File: config.mk
export PLATFORM = sky130hd
export DESIGN_NAME = frame_chunk_reassembler
export DESIGN_NICKNAME = d
export VERILOG_FILES = /design/src/frc_pkg.sv /design/src/frame_chunk_reassembler.sv /design/src/frc_buffer.sv
export SDC_FILE = /design/constraint.sdc
export NUM_CORES = 2
export LEC_CHECK = 0
export ABC_CLOCK_PERIOD_IN_PS = 8820
export BUFFER_PORTS_ARGS = -buffer_cell sky130_fd_sc_hd__buf_4
export CORE_AREA = 2 2 340 342
export CTS_BUF_LIST = sky130_fd_sc_hd__clkbuf_4 sky130_fd_sc_hd__clkbuf_8 sky130_fd_sc_hd__clkbuf_16
export CTS_CLUSTER_SIZE = 14
export DETAILED_ROUTE_END_ITERATION = 10
export DIE_AREA = 0 0 342 344
export PLACE_DENSITY = 0.78
export SLEW_MARGIN = 20
export SYNTH_ARGS = -nofsm -noshare
export SYNTH_HDL_FRONTEND = slang
export SYNTH_SLANG_ARGS = --single-unit
File: constraint.sdc
create_clock -name clk -period 8.82 [get_ports clk]
set_input_delay 0.441 -clock clk [delete_from_list [all_inputs] [get_ports clk]]
set_output_delay 0.441 -clock clk [all_outputs]
set_load 0.03 [all_outputs]
File: src/frc_pkg.sv
package frc_pkg;

  localparam int FRAME_BYTES = 8;
  localparam int ADDR_W      = 7;
  localparam int SEQ_W       = 4;
  localparam int MASK_W      = 16;

  localparam logic [15:0] CRC_INIT = 16'hFFFF;
  localparam logic [15:0] CRC_POLY = 16'h1021;

  localparam logic [1:0] REG_CHUNK_ID  = 2'd0;
  localparam logic [1:0] REG_CHUNK_LEN = 2'd1;
  localparam logic [1:0] REG_EXP_CRC   = 2'd2;
  localparam logic [1:0] REG_CRC_EN    = 2'd3;

  typedef enum logic [1:0] {
    FUNC_FRAME = 2'd0,
    FUNC_CLEAR = 2'd1,
    FUNC_CHECK = 2'd2,
    FUNC_READ  = 2'd3
  } func_t;

  typedef struct packed {
    logic              clr;
    logic              wr_en;
    logic [ADDR_W-1:0] wr_addr;
    logic [7:0]        wr_data;
    logic              rd_en;
    logic [ADDR_W-1:0] rd_addr;
  } buf_req_t;

  function automatic logic [15:0] crc_byte(input logic [15:0] crc_in, input logic [7:0] d);
    logic [15:0] c;
    c = crc_in ^ {d, 8'h00};
    for (int b = 0; b < 8; b++) begin
      if (c[15]) begin
        c = {c[14:0], 1'b0} ^ CRC_POLY;
      end else begin
        c = {c[14:0], 1'b0};
      end
    end
    return c;
  endfunction

endpackage

File: src/frame_chunk_reassembler.sv
// frame_chunk_reassembler
// Command channel: an item (func, seq, chunk_tag, payload, payload_len) is
// taken at a clock edge with start high and busy low. busy stays high while
// the item is worked on. Each result appears on the result ports for one
// cycle with done high; the receiver cannot stall it, and the next item can
// be taken in the same cycle that done is shown.
// Work per item (clear and refused frame words go straight to the result):
//   frame word  stored: one buffer byte per cycle over the 8 byte lanes
//   check CRC   straight to the result when disabled, else one byte per
//               cycle through the byte-wide CRC step, fed by the buffer
//               read port (no bytes for an empty chunk)
//   read slot   eight byte reads through the registered read port
// Configuration goes through the APB port while the block is idle; the user
// must keep to this, as the block does not enforce it. pready is always high
// and reads return the stored register values. Reset sets chunk_id to 0xFF
// and clears the other registers, the received mask and all buffer valid
// bits, so the buffer reads as zeros; no clearing pass is needed.
module frame_chunk_reassembler #(
  parameter int MAX_BYTES = 128
) (
  input  logic        clk,
  input  logic        rst,
  input  logic        start,
  output logic        busy,
  input  logic [1:0]  func,
  input  logic [3:0]  seq,
  input  logic [3:0]  chunk_tag,
  input  logic [63:0] payload,
  input  logic [3:0]  payload_len,
  output logic        done,
  output logic        accepted,
  output logic        complete,
  output logic [15:0] missing_mask,
  output logic        crc_ok,
  output logic [63:0] read_data,
  input  logic        psel,
  input  logic        penable,
  input  logic        pwrite,
  input  logic [3:0]  paddr,
  input  logic [31:0] pwdata,
  output logic [31:0] prdata,
  output logic        pready
);

  localparam int AW = frc_pkg::ADDR_W;

  typedef enum logic [2:0] {
    S_IDLE,
    S_WR,
    S_CRC,
    S_RD,
    S_FIN
  } state_t;

  state_t state;

  logic [7:0]  chunk_id;
  logic [7:0]  chunk_bytes;
  logic [15:0] expected_crc;
  logic        crc_check_enable;

  logic [15:0]   received_mask;
  frc_pkg::func_t func_q;
  logic          acc_q;
  logic [7:0]    cnt;
  logic          pend;
  logic [63:0]   pay_sh;
  logic [3:0]    wn;
  logic [AW-1:0] off;
  logic [15:0]   crc;
  logic [63:0]   rd_acc;

  frc_pkg::buf_req_t req;
  logic [7:0]        rbyte;

  logic        chunk_open;
  logic [4:0]  frame_count;
  logic [15:0] want;
  logic        frame_ok;
  logic [7:0]  rem;
  logic [3:0]  lim;
  logic [3:0]  plen_sat;
  logic        cfg_wr;
  logic [7:0]  len_sat;
  logic        issue;

  frc_buffer #(.MAX_BYTES(MAX_BYTES)) u_buf (
    .clk  (clk),
    .rst  (rst),
    .req  (req),
    .rbyte(rbyte)
  );

  // configuration
  assign pready = 1'b1;
  assign cfg_wr = psel && penable && pwrite && pready;
  assign len_sat = (pwdata[7:0] > 8'(MAX_BYTES)) ? 8'(MAX_BYTES) : pwdata[7:0];

  always_ff @(posedge clk) begin
    if (rst) begin
      chunk_id         <= 8'hFF;
      chunk_bytes      <= 8'h00;
      expected_crc     <= 16'h0000;
      crc_check_enable <= 1'b0;
    end else if (cfg_wr) begin
      case (paddr[3:2])
        frc_pkg::REG_CHUNK_ID:  chunk_id         <= pwdata[7:0];
        frc_pkg::REG_CHUNK_LEN: chunk_bytes      <= len_sat;
        frc_pkg::REG_EXP_CRC:   expected_crc     <= pwdata[15:0];
        frc_pkg::REG_CRC_EN:    crc_check_enable <= pwdata[0];
        default:                ;
      endcase
    end
  end

  always_comb begin
    case (paddr[3:2])
      frc_pkg::REG_CHUNK_ID:  prdata = {24'h0, chunk_id};
      frc_pkg::REG_CHUNK_LEN: prdata = {24'h0, chunk_bytes};
      frc_pkg::REG_EXP_CRC:   prdata = {16'h0, expected_crc};
      frc_pkg::REG_CRC_EN:    prdata = {31'h0, crc_check_enable};
      default:                prdata = 32'h0;
    endcase
  end

  // chunk status
  assign chunk_open  = !chunk_id[7] && (chunk_bytes != 8'h00);
  assign frame_count = 5'(({1'b0, chunk_bytes} + 9'd7) >> 3);

  always_comb begin
    for (int s = 0; s < frc_pkg::MASK_W; s++) begin
      want[s] = 5'(s) < frame_count;
    end
  end

  assign frame_ok = chunk_open && (chunk_tag == chunk_id[3:0])
                    && ({1'b0, seq} < frame_count);
  assign rem      = chunk_bytes - {1'b0, seq, 3'b000};
  assign lim      = (rem > 8'd8) ? 4'd8 : rem[3:0];
  assign plen_sat = (payload_len > 4'd8) ? 4'd8 : payload_len;

  // buffer requests
  assign issue = ((state == S_CRC) && (cnt < chunk_bytes))
              || ((state == S_RD) && (cnt < 8'd8));

  always_comb begin
    req.clr     = (state == S_IDLE) && start && (frc_pkg::func_t'(func) == frc_pkg::FUNC_CLEAR);
    req.wr_en   = (state == S_WR) && (cnt[3:0] < wn);
    req.wr_addr = off + AW'(cnt[2:0]);
    req.wr_data = pay_sh[63:56];
    req.rd_en   = issue;
    req.rd_addr = (state == S_CRC) ? cnt[AW-1:0] : off + AW'(cnt[2:0]);
  end

  assign busy = (state != S_IDLE);

  always_ff @(posedge clk) begin
    if (rst) begin
      state         <= S_IDLE;
      received_mask <= 16'h0000;
      done          <= 1'b0;
      cnt           <= 8'h00;
      pend          <= 1'b0;
      func_q        <= frc_pkg::FUNC_FRAME;
      acc_q         <= 1'b0;
      accepted      <= 1'b0;
      complete      <= 1'b0;
      missing_mask  <= 16'h0000;
      crc_ok        <= 1'b0;
      read_data     <= 64'h0;
    end else begin
      done <= 1'b0;
      case (state)
        S_IDLE: begin
          if (start) begin
            func_q <= frc_pkg::func_t'(func);
            acc_q  <= 1'b0;
            cnt    <= 8'h00;
            pend   <= 1'b0;
            off    <= {seq, 3'b000};
            pay_sh <= payload;
            wn     <= (plen_sat < lim) ? plen_sat : lim;
            crc    <= frc_pkg::CRC_INIT;
            case (frc_pkg::func_t'(func))
              frc_pkg::FUNC_FRAME: begin
                if (frame_ok) begin
                  acc_q         <= 1'b1;
                  received_mask <= received_mask | (16'h0001 << seq);
                  state         <= S_WR;
                end else begin
                  state <= S_FIN;
                end
              end
              frc_pkg::FUNC_CLEAR: begin
                received_mask <= 16'h0000;
                state         <= S_FIN;
              end
              frc_pkg::FUNC_CHECK: state <= crc_check_enable ? S_CRC : S_FIN;
              default:             state <= S_RD;
            endcase
          end
        end
        S_WR: begin
          pay_sh <= {pay_sh[55:0], 8'h00};
          cnt    <= cnt + 8'd1;
          if (cnt[2:0] == 3'd7) begin
            state <= S_FIN;
          end
        end
        S_CRC, S_RD: begin
          if (pend) begin
            if (state == S_CRC) begin
              crc <= frc_pkg::crc_byte(crc, rbyte);
            end else begin
              rd_acc <= {rd_acc[55:0], rbyte};
            end
          end
          pend <= issue;
          if (issue) begin
            cnt <= cnt + 8'd1;
          end else if (!pend) begin
            state <= S_FIN;
          end
        end
        S_FIN: begin
          done         <= 1'b1;
          accepted     <= (func_q == frc_pkg::FUNC_FRAME) && acc_q;
          complete     <= chunk_open && ((received_mask & want) == want);
          missing_mask <= ~received_mask & want;
          crc_ok       <= (func_q == frc_pkg::FUNC_CHECK)
                          && (!crc_check_enable || (crc == expected_crc));
          read_data    <= (func_q == frc_pkg::FUNC_READ) ? rd_acc : 64'h0;
          state        <= S_IDLE;
        end
        default: state <= S_IDLE;
      endcase
    end
  end

`ifndef SYNTHESIS
  a_done_idle: assert property (@(posedge clk) disable iff (rst) done |-> !busy)
    else $error("result shown while busy");
  a_done_gap: assert property (@(posedge clk) disable iff (rst) done |=> !done)
    else $error("results on consecutive cycles");
  a_complete: assert property (@(posedge clk) disable iff (rst)
    (done && complete) |-> (missing_mask == 16'h0000))
    else $error("complete with frames missing");
  a_accept_busy: assert property (@(posedge clk) disable iff (rst)
    (start && !busy) |=> busy)
    else $error("word taken without going busy");
`endif

endmodule

File: src/frc_buffer.sv
module frc_buffer #(
  parameter int MAX_BYTES = 128
) (
  input  logic             clk,
  input  logic             rst,
  input  frc_pkg::buf_req_t req,
  output logic [7:0]       rbyte
);

  localparam int IW = (MAX_BYTES > 1) ? $clog2(MAX_BYTES) : 1;

  logic [7:0]           mem [MAX_BYTES];
  logic [MAX_BYTES-1:0] vld;
  logic [7:0]           rdata;
  logic                 rbit;
  logic                 rd_in_range;

  assign rd_in_range = {1'b0, req.rd_addr} < (frc_pkg::ADDR_W+1)'(MAX_BYTES);

  always_ff @(posedge clk) begin
    if (req.wr_en) begin
      mem[req.wr_addr[IW-1:0]] <= req.wr_data;
    end
    if (req.rd_en) begin
      rdata <= mem[req.rd_addr[IW-1:0]];
    end
  end

  always_ff @(posedge clk) begin
    if (rst) begin
      vld  <= '0;
      rbit <= 1'b0;
    end else begin
      if (req.clr) begin
        vld <= '0;
      end else if (req.wr_en) begin
        vld[req.wr_addr[IW-1:0]] <= 1'b1;
      end
      if (req.rd_en) begin
        rbit <= rd_in_range && vld[req.rd_addr[IW-1:0]];
      end
    end
  end

  assign rbyte = rbit ? rdata : 8'h00;

endmodule

==> flow_metrics.env <==
export IMPL_core_region_area_um2=113900
export IMPL_crit_buf_inv=3
export IMPL_syn_avg_cell_area_um2=15.41
export IMPL_post_place_ws_ps=3959
export IMPL_routed_wl_mm=159.6
export IMPL_finalHoldViolCount=0
export IMPL_final_cell_mix="edfxtp_1 (1184), buf_4 (276), dfxtp_1 (274)"
export IMPL_setup_tns_ps=0
export IMPL_maxCapViolations=0
export IMPL_initialDrtViolationCount=5105
export IMPL_cpPeakStageDelay_ps=920
export IMPL_yosysSeqAreaShare=0.7097
export IMPL_crit_path_end_kind="flop"
export IMPL_synthFlopType="edfxtp_1"
export IMPL_clock_sinks=1461
export IMPL_setup_viol=0
export IMPL_routedWlPerCell_um=28.32
export IMPL_fp_row_count=124
export IMPL_crit_type="flop to flop"
export IMPL_rsz0062_at_grt="false"
export IMPL_synth_cells=3758
export IMPL_cts_buffers=140
export IMPL_min_from="payload[7]"
export IMPL_synth_area_um2=57910
export IMPL_final_common_cell="edfxtp_1"
export IMPL_fin_ws_ps=3612
export IMPL_min_path_type="input pin to flop"
export IMPL_r2r_start="cnt[2]"
export IMPL_tritoncts="built"
export IMPL_period_needed_ps=5208
export IMPL_drv_slew=0
export IMPL_use_met3=0.06812
export IMPL_cts_root_buf="clkbuf_16"
export IMPL_relSlewSlack=0.2188
export IMPL_clockBufferDepth=3
export IMPL_insertion_delay_ps=780
export IMPL_ys_ff_latch=1461
export IMPL_port_buffer_count=202
export IMPL_yosys_warnings=0
export IMPL_worstPathCellList="buf_4 > buf_4 > nor3b_2 > buf_4 > a22oi_1 > o2111ai_1 > o311ai_0 > o21ai_0 > o221ai_1 > o2111ai_1"
export IMPL_crit_top_cell="buf_4"
export IMPL_dieArea_um2=117600
export IMPL_grt_use_total=0.2657
export IMPL_synth_edf_count=1184
export IMPL_drc=0
export IMPL_met2_usage=0.4239
export IMPL_ys_types=94
export IMPL_crit_start="cnt[2]"
export IMPL_vias=36657
export IMPL_status="finished, final reports clean"
export IMPL_ant_nets=0
export IMPL_crit_slowest_cell="dfxtp_4"
export IMPL_gp_congestion=0.9440
export IMPL_skew_ps=30.42
export IMPL_cp_arrival_ps=5660
export IMPL_firstDrtPassIters=8
export IMPL_finalCritPeriodShare=0.5905
export IMPL_fillers=8371
export IMPL_grt_pass1_vias=35932
export IMPL_async_flop_share=0
export IMPL_start_util=0.5086
export IMPL_ir_drop_v=0.0002076
export IMPL_vias_per_cell=6.506
export IMPL_power_density_nw_per_um2=213.8
export IMPL_worst_setup_hold_path_clk_slew_ps=60
export IMPL_grt_pass1_wl_mm=232.0
export IMPL_fin_nets=4147
export IMPL_fmax_mhz=192.0
export IMPL_io_pins=238
export IMPL_use_met1=0.3407
export IMPL_die_w_um=342
export IMPL_cp_top_family="buffers and inverters"
export IMPL_crit_path_max_fanout=52
export IMPL_worst_pin_slew_ps=1167
export IMPL_start_kind="flop"
export IMPL_antenna_found_initial=0
export IMPL_die_y_um=344
export IMPL_overflow=0
export IMPL_power_leakage_nw=21.47
export IMPL_required_ps=9270
export IMPL_final_layout_size_suffix_gt1_frac=0.2009
export IMPL_area_growth_pct=14.14
export IMPL_dp_final_hpwl_mm=91.65
export IMPL_busiest_layer="met2"
export IMPL_grt_max_degree=102
export IMPL_htree_levels=4
[final cells by class]
cell class / instances / area [µm²] / share of cell area
Antenna cell: 1 / 2.502 / 0.00003786
Clock buffer: 200 / 4084 / 0.06178
Clock inverter: 58 / 600.6 / 0.009086
Inverter: 31 / 117.6 / 0.001779
Multi-Input combinational cell: 2007 / 15320 / 0.2317
Sequential cell: 1461 / 41110 / 0.6219
Tap cell: 1512 / 1892 / 0.02862
Timing Repair Buffer: 364 / 2979 / 0.04507
[repair_timing]
item,CTS,global route
gates resized for setup,0,0
setup buffers,0,0
hold endpoints to repair,105,0
hold buffers,84,0
[synthesized netlist by cell type (14+ instances only)]
cell type     n  share of area
nor2_1      242          0.016
buf_1        14        0.00091
nand3_1      32         0.0028
dfxtp_1     277          0.096
edfxtp_1   1184           0.61
a21oi_1     110         0.0095
o211ai_1     21         0.0027
and2_1       24         0.0026
a221o_1      20         0.0035
buf_4        53         0.0069
clkbuf_1     84         0.0054
xor2_1       25         0.0038
o22ai_1      23         0.0025
nand2_1     204          0.013
mux4_2       57          0.022
o21ai_0      97         0.0084
a31oi_1      27         0.0029
o21a_1      131          0.017
buf_6        16         0.0031
a221oi_1    188          0.028
mux2_2      188          0.037
inv_1        28         0.0018
xnor2_1      24         0.0036
buf_2       102         0.0088
o221ai_1     24         0.0036
nor2b_1      29         0.0031
a22oi_1      72         0.0093
a22o_1       84          0.013
nor3_1       27         0.0023
ha_1         21         0.0045
a211o_1      14         0.0021
mux2i_1      92          0.016
[metrics by stage]
stage          hold slack, ps  power, W  cells    util  area [µm²]
3_3_place_gp            427.6  0.008152   5290  0.5318       60560
2_1_floorplan           425.7  0.007955   3773       -       57970
5_1_grt                 12.83   0.01442   5633  0.5804       66100
3_5_place_dp            433.2  0.008165   5291  0.5319       60570
4_1_cts                 3.273   0.01411   5633  0.5804       66100
6_report                1.082   0.01413   5634  0.5805       66100
[flip-flops by register name, indices dropped and copies added (netlist names), 2 cells and up]
signal / count
expected_crc: 16
off: 4
chunk_id: 8
u_buf.vld: 128
state: 3
received_mask: 16
missing_mask: 16
u_buf.rdata: 8
func_q: 2
chunk_bytes: 8
pay_sh: 64
wn: 4
cnt: 8
rd_acc: 64
read_data: 64
crc: 16
u_buf.mem: 1024
[where the power goes]
group / internal (W) / switching [W]
Clock: 0.00340 / 0.00265
Combinational: 0.000177 / 0.000400
Sequential: 0.00748 / 0.0000258
[worst reg2reg max path: stages (launching register included)]
cell,delay [ps]
dfxtp_4,920
buf_4,820
buf_4,800
nor3b_2,360
buf_4,320
a22oi_1,190
o2111ai_1,180
o311ai_0,150
o21ai_0,260
o221ai_1,670
o2111ai_1,250
[worst paths after layout]
kind / cells after the start / endpoint / slack, ps
worst max-delay path: 10 / u_buf.rdata[0] / 3610
worst min-delay path: 2 / pay_sh[7] / 1
worst max register to register: 10 / u_buf.rdata[0] / 3610
worst min register to register: 0 / rd_acc[47] / 440
[kinds of logic (layout without fill, tap and decap cells)]
group                    after synthesis  after routing  synth area share
other                                  2             18         0.0001297
flip-flops                          1461           1461            0.7097
multiplexers                         344            344           0.07626
AO/OA/AOI/OAI                        940            940            0.1235
buffers and inverters                305            653           0.02871
AND/OR/NAND/NOR                      635            635           0.04947
adder cells (fa/ha/maj)               22             22          0.004883
XOR/XNOR                              49             49          0.007410
[layer usage]
metal  vias to the layer above  share of wire  routed length (µm)
li1                      15340              -                   -
met1                     18154           0.36               57540
met2                      2645           0.47               74610
met3                       518           0.12               19340
met4                         0          0.051                8064
met5                         -              0                   0
No activity file was read; power rests on OpenSTA's default activity.
